**src/sv/sle_pkg.sv**
```systemverilog
`timescale 1ns / 1ps
// Shared constants for the sequential list engine: sizes, request kinds
// and status codes. No dependencies.
package sle_pkg;

    localparam int CAPACITY   = 64;
    localparam int DATA_WIDTH = 32;
    localparam int ADDR_W     = $clog2(CAPACITY);
    localparam int CNT_W      = $clog2(CAPACITY + 1);

    localparam logic [2:0] OP_CLEAR  = 3'd0;
    localparam logic [2:0] OP_INSERT = 3'd1;
    localparam logic [2:0] OP_REMOVE = 3'd2;
    localparam logic [2:0] OP_SEARCH = 3'd3;
    localparam logic [2:0] OP_VISIT  = 3'd4;

    localparam logic [1:0] ST_OK        = 2'd0;
    localparam logic [1:0] ST_FULL      = 2'd1;
    localparam logic [1:0] ST_RANGE     = 2'd2;
    localparam logic [1:0] ST_NOT_FOUND = 2'd3;

endpackage

```
**src/sv/sequential_list_engine.sv**
```systemverilog
`timescale 1ns / 1ps
// Sequential list engine: ordered list held in one synchronous RAM; uses sle_pkg.
// Clear, refused and unknown requests load the result register directly; insert shifts
// the entries at or above its position up from the tail, remove shifts those above its
// position down, search scans from entry 0 until a hit or the end, and visit reads one
// entry. One request at a time, the next accepted the cycle after the result loads.
// Synchronous active-low reset clears the count and handshakes; the RAM is not cleared.
module sequential_list_engine (
    input  logic        aclk,
    input  logic        aresetn,
    input  logic        s_valid,
    output logic        s_ready,
    input  logic [2:0]  s_req_type,
    input  logic [5:0]  s_position,
    input  logic [31:0] s_value,
    output logic        m_valid,
    input  logic        m_ready,
    output logic [1:0]  m_status,
    output logic [5:0]  m_found_position,
    output logic [31:0] m_read_value,
    output logic [6:0]  m_count_now
);

    localparam int AW = sle_pkg::ADDR_W;
    localparam int CW = sle_pkg::CNT_W;
    localparam int DW = sle_pkg::DATA_WIDTH;

    localparam logic [1:0] S_IDLE = 2'd0;
    localparam logic [1:0] S_WORK = 2'd1;
    localparam logic [1:0] S_DONE = 2'd2;

    logic [DW-1:0] entry_mem [sle_pkg::CAPACITY];
    logic [DW-1:0] rdata_reg;

    logic [1:0]    state_reg, state_next;
    logic [CW-1:0] count_reg, count_next;
    logic [2:0]    op_reg, op_next;
    logic [AW-1:0] pos_reg, pos_next;
    logic [DW-1:0] word_reg, word_next;
    logic [AW-1:0] ptr_reg, ptr_next;
    logic [AW-1:0] last_reg, last_next;
    logic          more_reg, more_next;
    logic          pv_reg, pv_next;
    logic [AW-1:0] pa_reg, pa_next;
    logic [1:0]    res_status_reg, res_status_next;
    logic [AW-1:0] res_found_reg, res_found_next;
    logic [DW-1:0] res_value_reg, res_value_next;

    logic          m_valid_reg, m_valid_next;
    logic [1:0]    m_status_reg, m_status_next;
    logic [5:0]    m_found_reg, m_found_next;
    logic [31:0]   m_value_reg, m_value_next;
    logic [6:0]    m_count_reg, m_count_next;

    logic          we, re;
    logic [AW-1:0] wa, ra;
    logic [DW-1:0] wd;
    logic [CW-1:0] pos_ext;

    assign s_ready          = (state_reg == S_IDLE);
    assign m_valid          = m_valid_reg;
    assign m_status         = m_status_reg;
    assign m_found_position = m_found_reg;
    assign m_read_value     = m_value_reg;
    assign m_count_now      = m_count_reg;
    assign pos_ext          = CW'(s_position);

    always_comb begin
        state_next      = state_reg;
        count_next      = count_reg;
        op_next         = op_reg;
        pos_next        = pos_reg;
        word_next       = word_reg;
        ptr_next        = ptr_reg;
        last_next       = last_reg;
        more_next       = more_reg;
        pv_next         = 1'b0;
        pa_next         = pa_reg;
        res_status_next = res_status_reg;
        res_found_next  = res_found_reg;
        res_value_next  = res_value_reg;
        m_valid_next    = m_valid_reg;
        m_status_next   = m_status_reg;
        m_found_next    = m_found_reg;
        m_value_next    = m_value_reg;
        m_count_next    = m_count_reg;
        we = 1'b0;
        re = 1'b0;
        wa = '0;
        ra = ptr_reg;
        wd = rdata_reg;

        if (m_valid_reg && m_ready) begin
            m_valid_next = 1'b0;
        end

        case (state_reg)
            S_IDLE: begin
                if (s_valid) begin
                    op_next         = s_req_type;
                    pos_next        = s_position;
                    word_next       = DW'(s_value);
                    res_status_next = sle_pkg::ST_OK;
                    res_found_next  = '0;
                    res_value_next  = '0;
                    state_next      = S_DONE;
                    case (s_req_type)
                        sle_pkg::OP_CLEAR: begin
                            count_next = '0;
                        end
                        sle_pkg::OP_INSERT: begin
                            if (count_reg >= CW'(sle_pkg::CAPACITY)) begin
                                res_status_next = sle_pkg::ST_FULL;
                            end else if (pos_ext > count_reg) begin
                                res_status_next = sle_pkg::ST_RANGE;
                            end else begin
                                // walk down from the tail, moving each entry up one slot
                                more_next  = (pos_ext < count_reg);
                                ptr_next   = AW'(count_reg - CW'(1));
                                last_next  = s_position;
                                state_next = S_WORK;
                            end
                        end
                        sle_pkg::OP_REMOVE: begin
                            if (pos_ext >= count_reg) begin
                                res_status_next = sle_pkg::ST_RANGE;
                            end else begin
                                more_next  = ((pos_ext + CW'(1)) < count_reg);
                                ptr_next   = s_position + AW'(1);
                                last_next  = AW'(count_reg - CW'(1));
                                state_next = S_WORK;
                            end
                        end
                        sle_pkg::OP_SEARCH: begin
                            more_next  = (count_reg != '0);
                            ptr_next   = '0;
                            last_next  = AW'(count_reg - CW'(1));
                            state_next = S_WORK;
                        end
                        sle_pkg::OP_VISIT: begin
                            if (pos_ext >= count_reg) begin
                                res_status_next = sle_pkg::ST_RANGE;
                            end else begin
                                more_next  = 1'b1;
                                ptr_next   = s_position;
                                last_next  = s_position;
                                state_next = S_WORK;
                            end
                        end
                        default: begin
                        end
                    endcase
                end
            end
            S_WORK: begin
                // issue the next read of the sweep
                if (more_reg) begin
                    re      = 1'b1;
                    pv_next = 1'b1;
                    pa_next = ptr_reg;
                    if (ptr_reg == last_reg) begin
                        more_next = 1'b0;
                    end else if (op_reg == sle_pkg::OP_INSERT) begin
                        ptr_next = ptr_reg - AW'(1);
                    end else begin
                        ptr_next = ptr_reg + AW'(1);
                    end
                end
                case (op_reg)
                    sle_pkg::OP_INSERT: begin
                        if (pv_reg) begin
                            we = 1'b1;
                            wa = pa_reg + AW'(1);
                        end else if (!more_reg) begin
                            we         = 1'b1;
                            wa         = pos_reg;
                            wd         = word_reg;
                            count_next = count_reg + CW'(1);
                            state_next = S_DONE;
                        end
                    end
                    sle_pkg::OP_REMOVE: begin
                        if (pv_reg) begin
                            we = 1'b1;
                            wa = pa_reg - AW'(1);
                        end else if (!more_reg) begin
                            count_next = count_reg - CW'(1);
                            state_next = S_DONE;
                        end
                    end
                    sle_pkg::OP_SEARCH: begin
                        if (pv_reg && (rdata_reg == word_reg)) begin
                            res_found_next = pa_reg;
                            more_next      = 1'b0;
                            pv_next        = 1'b0;
                            re             = 1'b0;
                            state_next     = S_DONE;
                        end else if (!pv_reg && !more_reg) begin
                            res_status_next = sle_pkg::ST_NOT_FOUND;
                            state_next      = S_DONE;
                        end
                    end
                    default: begin
                        // visit: one read, then take the data
                        if (pv_reg) begin
                            res_value_next = rdata_reg;
                            state_next     = S_DONE;
                        end
                    end
                endcase
            end
            S_DONE: begin
                if (!m_valid_reg || m_ready) begin
                    m_valid_next  = 1'b1;
                    m_status_next = res_status_reg;
                    m_found_next  = 6'(res_found_reg);
                    m_value_next  = 32'(res_value_reg);
                    m_count_next  = 7'(count_reg);
                    state_next    = S_IDLE;
                end
            end
            default: begin
                state_next = S_IDLE;
            end
        endcase
    end

    always_ff @(posedge aclk) begin
        if (we) begin
            entry_mem[wa] <= wd;
        end
        if (re) begin
            rdata_reg <= entry_mem[ra];
        end
    end

    always_ff @(posedge aclk) begin
        if (!aresetn) begin
            state_reg   <= S_IDLE;
            count_reg   <= '0;
            more_reg    <= 1'b0;
            pv_reg      <= 1'b0;
            m_valid_reg <= 1'b0;
        end else begin
            state_reg   <= state_next;
            count_reg   <= count_next;
            more_reg    <= more_next;
            pv_reg      <= pv_next;
            m_valid_reg <= m_valid_next;
        end
    end

    always_ff @(posedge aclk) begin
        op_reg         <= op_next;
        pos_reg        <= pos_next;
        word_reg       <= word_next;
        ptr_reg        <= ptr_next;
        last_reg       <= last_next;
        pa_reg         <= pa_next;
        res_status_reg <= res_status_next;
        res_found_reg  <= res_found_next;
        res_value_reg  <= res_value_next;
        m_status_reg   <= m_status_next;
        m_found_reg    <= m_found_next;
        m_value_reg    <= m_value_next;
        m_count_reg    <= m_count_next;
    end

    a_count_bound: assert property (@(posedge aclk) disable iff (!aresetn)
        count_reg <= CW'(sle_pkg::CAPACITY))
        else $error("list count above capacity");

    a_write_in_work: assert property (@(posedge aclk) disable iff (!aresetn)
        we |-> (state_reg == S_WORK))
        else $error("RAM write outside a sweep");

    a_no_rw_collision: assert property (@(posedge aclk) disable iff (!aresetn)
        (we && re) |-> (wa != ra))
        else $error("RAM read and write hit the same entry");

    a_pipe_in_work: assert property (@(posedge aclk) disable iff (!aresetn)
        pv_reg |-> (state_reg == S_WORK))
        else $error("read data pending outside a sweep");

    a_count_steps: assert property (@(posedge aclk) disable iff (!aresetn)
        (state_reg == S_WORK) |=> (count_reg == $past(count_reg))
            || (count_reg == $past(count_reg) + CW'(1))
            || (count_reg == $past(count_reg) - CW'(1)))
        else $error("count moved by more than one in a sweep");

endmodule
```
**config.mk**
```make
export PLATFORM = sky130hd
export DESIGN_NAME = sequential_list_engine
export DESIGN_NICKNAME = d
export VERILOG_FILES = /design/src/sv/sle_pkg.sv /design/src/sv/sequential_list_engine.sv
export SDC_FILE = /design/constraint.sdc
export NUM_CORES = 2
export LEC_CHECK = 0
export ABC_CLOCK_PERIOD_IN_PS = 5100
export BUFFER_PORTS_ARGS = -buffer_cell sky130_fd_sc_hd__buf_4
export CAP_MARGIN = 40
export CORE_MARGIN = 3
export CORE_UTILIZATION = 45
export DETAILED_ROUTE_END_ITERATION = 10
export GPL_ROUTABILITY_DRIVEN = 0
export HOLD_SLACK_MARGIN = 0.12
export PLACE_DENSITY = 0.61
export REMOVE_ABC_BUFFERS = 1
export SLEW_MARGIN = 15
export SYNTH_ARGS = -nofsm -noshare
export SYNTH_HDL_FRONTEND = slang
export SYNTH_SLANG_ARGS = --single-unit
```
**constraint.sdc**
```tcl
create_clock -name aclk -period 5.1 [get_ports aclk]
set_input_delay 1.275 -clock aclk [delete_from_list [all_inputs] [get_ports aclk]]
set_output_delay 1.275 -clock aclk [all_outputs]
set_load 0.03 [all_outputs]
```
# Word-level counts from Yosys, hierarchy flattened

Memories as Yosys holds them, arrays and structs flattened. A register that Yosys moved wholly into a read port is not among the register bits.
Cells that the tools add are included.

Word-level logic and storage cells: 184
Output and inout bits: 49
Bits in latches: 0
Memories kept: 1
Flip-flop bits (word level): 158
Memory bits (writable): 2048
Input port bits: 45
Bits in read-only memories: 0

Memory list:

| memory    | words | bits a word | rd ports | clocked after memory_dff | wr ports | line                         | source |
|---|---|---|---|---|---|---|---|
| entry_mem | 64    | 32          | 1        | 1                        | 1        | sequential_list_engine.sv:32 | `logic [DW-1:0] entry_mem [sle_pkg::CAPACITY];` |

Equality and inequality tests: 40
Shifts and indexed selects: 0
$mul: 0
Add/subtract/negate cells: 8
Order comparisons: 5
Divide/modulo/power cells: 0
Bitwise logic cells: 0
Reduce and logical (&&, ||, !) cells: 26
Multiplexer cells: 86

Operators with widths:

| operator            | number |
|---|---|
| $mux 32             | 7 |
| $mux 6              | 18 |
| $pmux 32 s2         | 1 |
| $pmux 6 s4          | 2 |
| $mux 7              | 6 |
| $pmux 6 s2          | 3 |
| $mux 2              | 17 |
| $ne 3x3->1 const B  | 11 |
| $eq 32x32->1        | 1 |
| $ne 2x2->1 const B  | 14 |
| $pmux 7 s2          | 2 |
| $mux 1              | 22 |
| $add 6x1->6 const B | 3 |
| $reduce_and 7->1    | 2 |
| $eq 3x2->1 const B  | 4 |
| $pmux 2 s2          | 3 |
| $pmux 2 s3          | 2 |
| $sub 6x1->6 const B | 2 |
| $reduce_and 9->1    | 1 |
| $ne 4x4->1 const B  | 2 |
| $reduce_and 4->1    | 2 |
| $reduce_and 8->1    | 1 |
| $add 6x1->7 const B | 1 |
| $add 7x1->7 const B | 1 |
| other kinds (28)    | 37 |

# Longest topological paths before layout

Word-level depth: 6
Gate-level depth with buffers: 12
Gate-level depth less buffers: 10

# Least setup slack after synthesis

Ideal clock, no wire load.

Path kind: input port to flip-flop
From: in s_valid
To: reg res_value_reg[0], enable pin
Data required time: 4.723 ns
Setup slack: -0.227 ns
Stages on the path: 3
Buffers on the path: 0
Library setup time: 0.377 ns
Data arrival time: 4.950 ns
Cell sequence: inv_1 > nor3_1 > a31o_2

Word-level cells in the longest chain between the ends: 2

Ends and longest elaborated chain:

| what                       | line                          | source |
|---|---|---|
| from (decl)                | sequential_list_engine.sv:11  | `input logic s_valid,` |
| $ne 2x2->1 (no line)       | n/a                           |  |
| $reduce_and 4->1 (no line) | n/a                           |  |
| to (signal assigned)       | sequential_list_engine.sv:262 | `res_value_reg <= res_value_next;` |
| to (decl)                  | sequential_list_engine.sv:47  | `logic [DW-1:0] res_value_reg, res_value_next;` |

Every way passes these cells.
A chain may end at the register's enable or synchronous reset.

# Worst setup path after layout

From: reg pa_reg[2]
To: mem entry_mem[28][20] in the netlist's numbering, enable pin

Word-level cells in the longest chain between the ends: 4
Elaborated cells on any way between the ends: 6
Classes of those cells: 2 x add/sub; 4 x mux

Ends and longest elaborated chain:

| what                                              | line                                                         | source |
|---|---|---|
| from (decl)                                       | sequential_list_engine.sv:44                                 | `logic [AW-1:0] pa_reg, pa_next;` |
| from (signal assigned)                            | sequential_list_engine.sv:259                                | `pa_reg <= pa_next;` |
| $sub 6x1->6 / $add 6x1->6 (equally long branches) | sequential_list_engine.sv:185, sequential_list_engine.sv:173 |  |
| $mux 6, on equally long branches                  | sequential_list_engine.sv:183, sequential_list_engine.sv:171 |  |
| $pmux 6 s2 *                                      | sequential_list_engine.sv:169                                | `case (op_reg)` |
| $mux 6 *                                          | sequential_list_engine.sv:97                                 | `case (state_reg)` |
| to (decl)                                         | sequential_list_engine.sv:32                                 |  |

Every way passes the cells marked *; elsewhere a longest branch is shown, timed or not.

==> flow_summary.ini <==
[finish]
syn2layout_area_growth_pct = 15.5
design_area_um2 = 99800
final_common_cell = edfxtp_1
final_cell_mix = edfxtp_1 (2226), mux4_2 (620), buf_4 (251)
largest_register_ff_count = 2048
regMostFlops = entry_mem
drive_above_1_share_pct = 32.1
final_nets = 4202

[clocking]
numCtsBuffers = 222
cts_tree = built
postCtsSetupRepairBufs = 0
cts.path.max_buffers = 3
cts-root-buf = clkbuf_16
clk_pin_slew_ns = 0.06
clock_latency_ns = 0.86
htree_levels = 4
cts.sinks = 2238
holdBufCountCts = 0
cts_resized = 0

[floorplan]
die-area_um2 = 197000
core_area_um2 = 191000
ios = 94
row_count = 160
die_y_um = 444
fp.dieW_um = 444
start_util_pct = 45.3

[drt]
via_count = 41033
antenna_left = 0
remaining_drc_errors = 0
first_pass_iters = 6
wl_per_cell_um = 31.6
first_iter_violations = 4671
vias_per_cell = 5.99
drt_wl_total_um = 216000

[power]
p_total_w = 0.0396
leakage_nw = 31.3
p_per_area_nw_per_um2 = 397
vdd_ir_drop_max_mv = 0.325

[grt]
gr-total-overflow = 0
grt_usage_pct = 22.1
grt_pass1_wl_um = 312000
grt_pass1_vias = 41170
antenna_found_initial = 8
grt_max_degree = 94

[sta]
min_period_ns = 4.04
maxClockFrequency_ghz = 0.247
rsz0062_at_grt = no
slew_violations = 0
worst_pin_slew_ns = 0.946
skew_ns = 0.0536
tns_ns = 0
period_share_pct = 79.3
fin_ws_ns = 1.06
setup_viol = 0
hold_ws_ns = 0.405
hold_viol_final = 0
relSlewSlack_pct = 36.8

[placement]
dp_hpwl_um = 137000
io_buffers = 93
dpl_cell_area_um2 = 92500
pre_cts_ws_ns = 0.951

[worst_hold_path]
hold_path.startpoint = res_value_reg[18]
hold_depth = 0
min_path_type = flip-flop to flip-flop
min_to = m_read_value[18]

[setup_path]
cp-end-kind = flip-flop
r2r_end = entry_mem[28][20]
reg2reg_slack_ns = 1.06
cp_max_fo = 18
startpoint_type = flip-flop
required_ns = 5.61
worstSetupPathType = flip-flop to flip-flop
arrival_ns = 4.56
r2r-start = pa_reg[2]
reg2reg_depth = 7

[logic_synthesis]
synth_edf_count = 2226
synth.cell_area_um2 = 86400
postSynthAreaPerCell_um2 = 22.9
synthCells = 3774
yosysWarningCount = 0
synth_cell_type_count = 69
synth_top_flop_cell = edfxtp_1
async_flop_share_pct = 0
ys_ff_latch = 2238
yosysSeqAreaShare_pct = 77.6

[outcome]
status = finished, final reports clean

[run]
drv_cap = 0
==> cell type report <==
| class | instances | area, um^2 |
|---|---|---|
| fillers | 14700 | 90700 |
| inverters | 25 | 93.8 |
| clock inverters | 149 | 1460 |
| diodes | 9 | 22.5 |
| clock buffers | 268 | 5740 |
| well taps | 2511 | 3140 |
| repair buffers | 328 | 3370 |
| flip-flops and latches | 2238 | 67100 |
| multi-input cells | 1319 | 18900 |
==> per-layer routing <==
layer | vias up | track usage, % | routed length, um
li1 | 16779 | - | -
met1 | 22278 | 33.1 | 92500
met2 | 1706 | 34.0 | 102000
met3 | 268 | 3.59 | 16000
met4 | 2 | 5.97 | 6090
met5 | - | 0 | 13
==> synthesized netlist by cell type (22+ instances only) <==
library cell | count | share of area [%]
mux2_2 | 30 | 0.39
mux4_2 | 620 | 16
inv_1 | 25 | 0.11
o21ai_0 | 28 | 0.16
edfxtp_1 | 2226 | 77
a22oi_1 | 57 | 0.50
xor2_1 | 37 | 0.37
buf_2 | 72 | 0.42
clkbuf_1 | 96 | 0.42
nand3_1 | 31 | 0.18
ha_1 | 22 | 0.32
nor2_1 | 93 | 0.40
nor3_1 | 24 | 0.14
and2_1 | 42 | 0.30
nand2_1 | 127 | 0.55
o211ai_1 | 22 | 0.19
==> kinds of logic (layout without fill, tap and decap cells) <==
family | Yosys count | count (layout) | synth area share, %
other | 0 | 9 | 0
multiplexers | 660 | 660 | 16.7
flip-flops | 2238 | 2238 | 77.6
XOR/XNOR | 55 | 55 | 0.557
buffers and inverters | 217 | 770 | 1.09
adder cells (fa/ha/maj) | 23 | 23 | 0.342
AND/OR/NAND/NOR | 385 | 385 | 2.13
AO/OA/AOI/OAI | 196 | 196 | 1.59
==> power by group <==
| part | leakage [nW] | total, W | internal (W) | switching (W) |
|---|---|---|---|---|
| sequential | 20.2 | 0.0203 | 0.0202 | 0.000104 |
| combinational | 7.65 | 0.00320 | 0.00138 | 0.00182 |
| clock | 3.50 | 0.0161 | 0.00903 | 0.00703 |
| total | 31.3 | 0.0396 | 0.0307 | 0.00896 |
==> stage by stage <==
step	utilization, %	std cells
final	52.4	6847
after global routing	52.4	6843
after CTS	52.3	6832
after detailed placement	48.6	6415
after global placement	48.4	6395
after floorplan	-	3582
==> worst max path at each step <==
stage | startpoint | to | slack, ns
floorplan | ptr_reg[0] | pa_reg[0] | -17.14
global placement | s_position[4] | ptr_reg[1] | 1.08
detailed placement | s_position[4] | ptr_reg[0] | 0.95
CTS | pa_reg[2] | entry_mem[28][27] | 1.14
global route | pa_reg[2] | entry_mem[28][20] | 0.93
finish | pa_reg[2] | entry_mem[28][20] | 1.06
==> critical path, stage by stage (launching register included) <==
cell	delay (ns)
edfxtp_1	0.53
or4_1	0.59
o21ai_1	0.14
a21oi_1	0.10
a211oi_2	0.75
nand3_2	0.62
nor2_4	0.71
buf_12	0.25
Power figures use the tool's default switching activity.
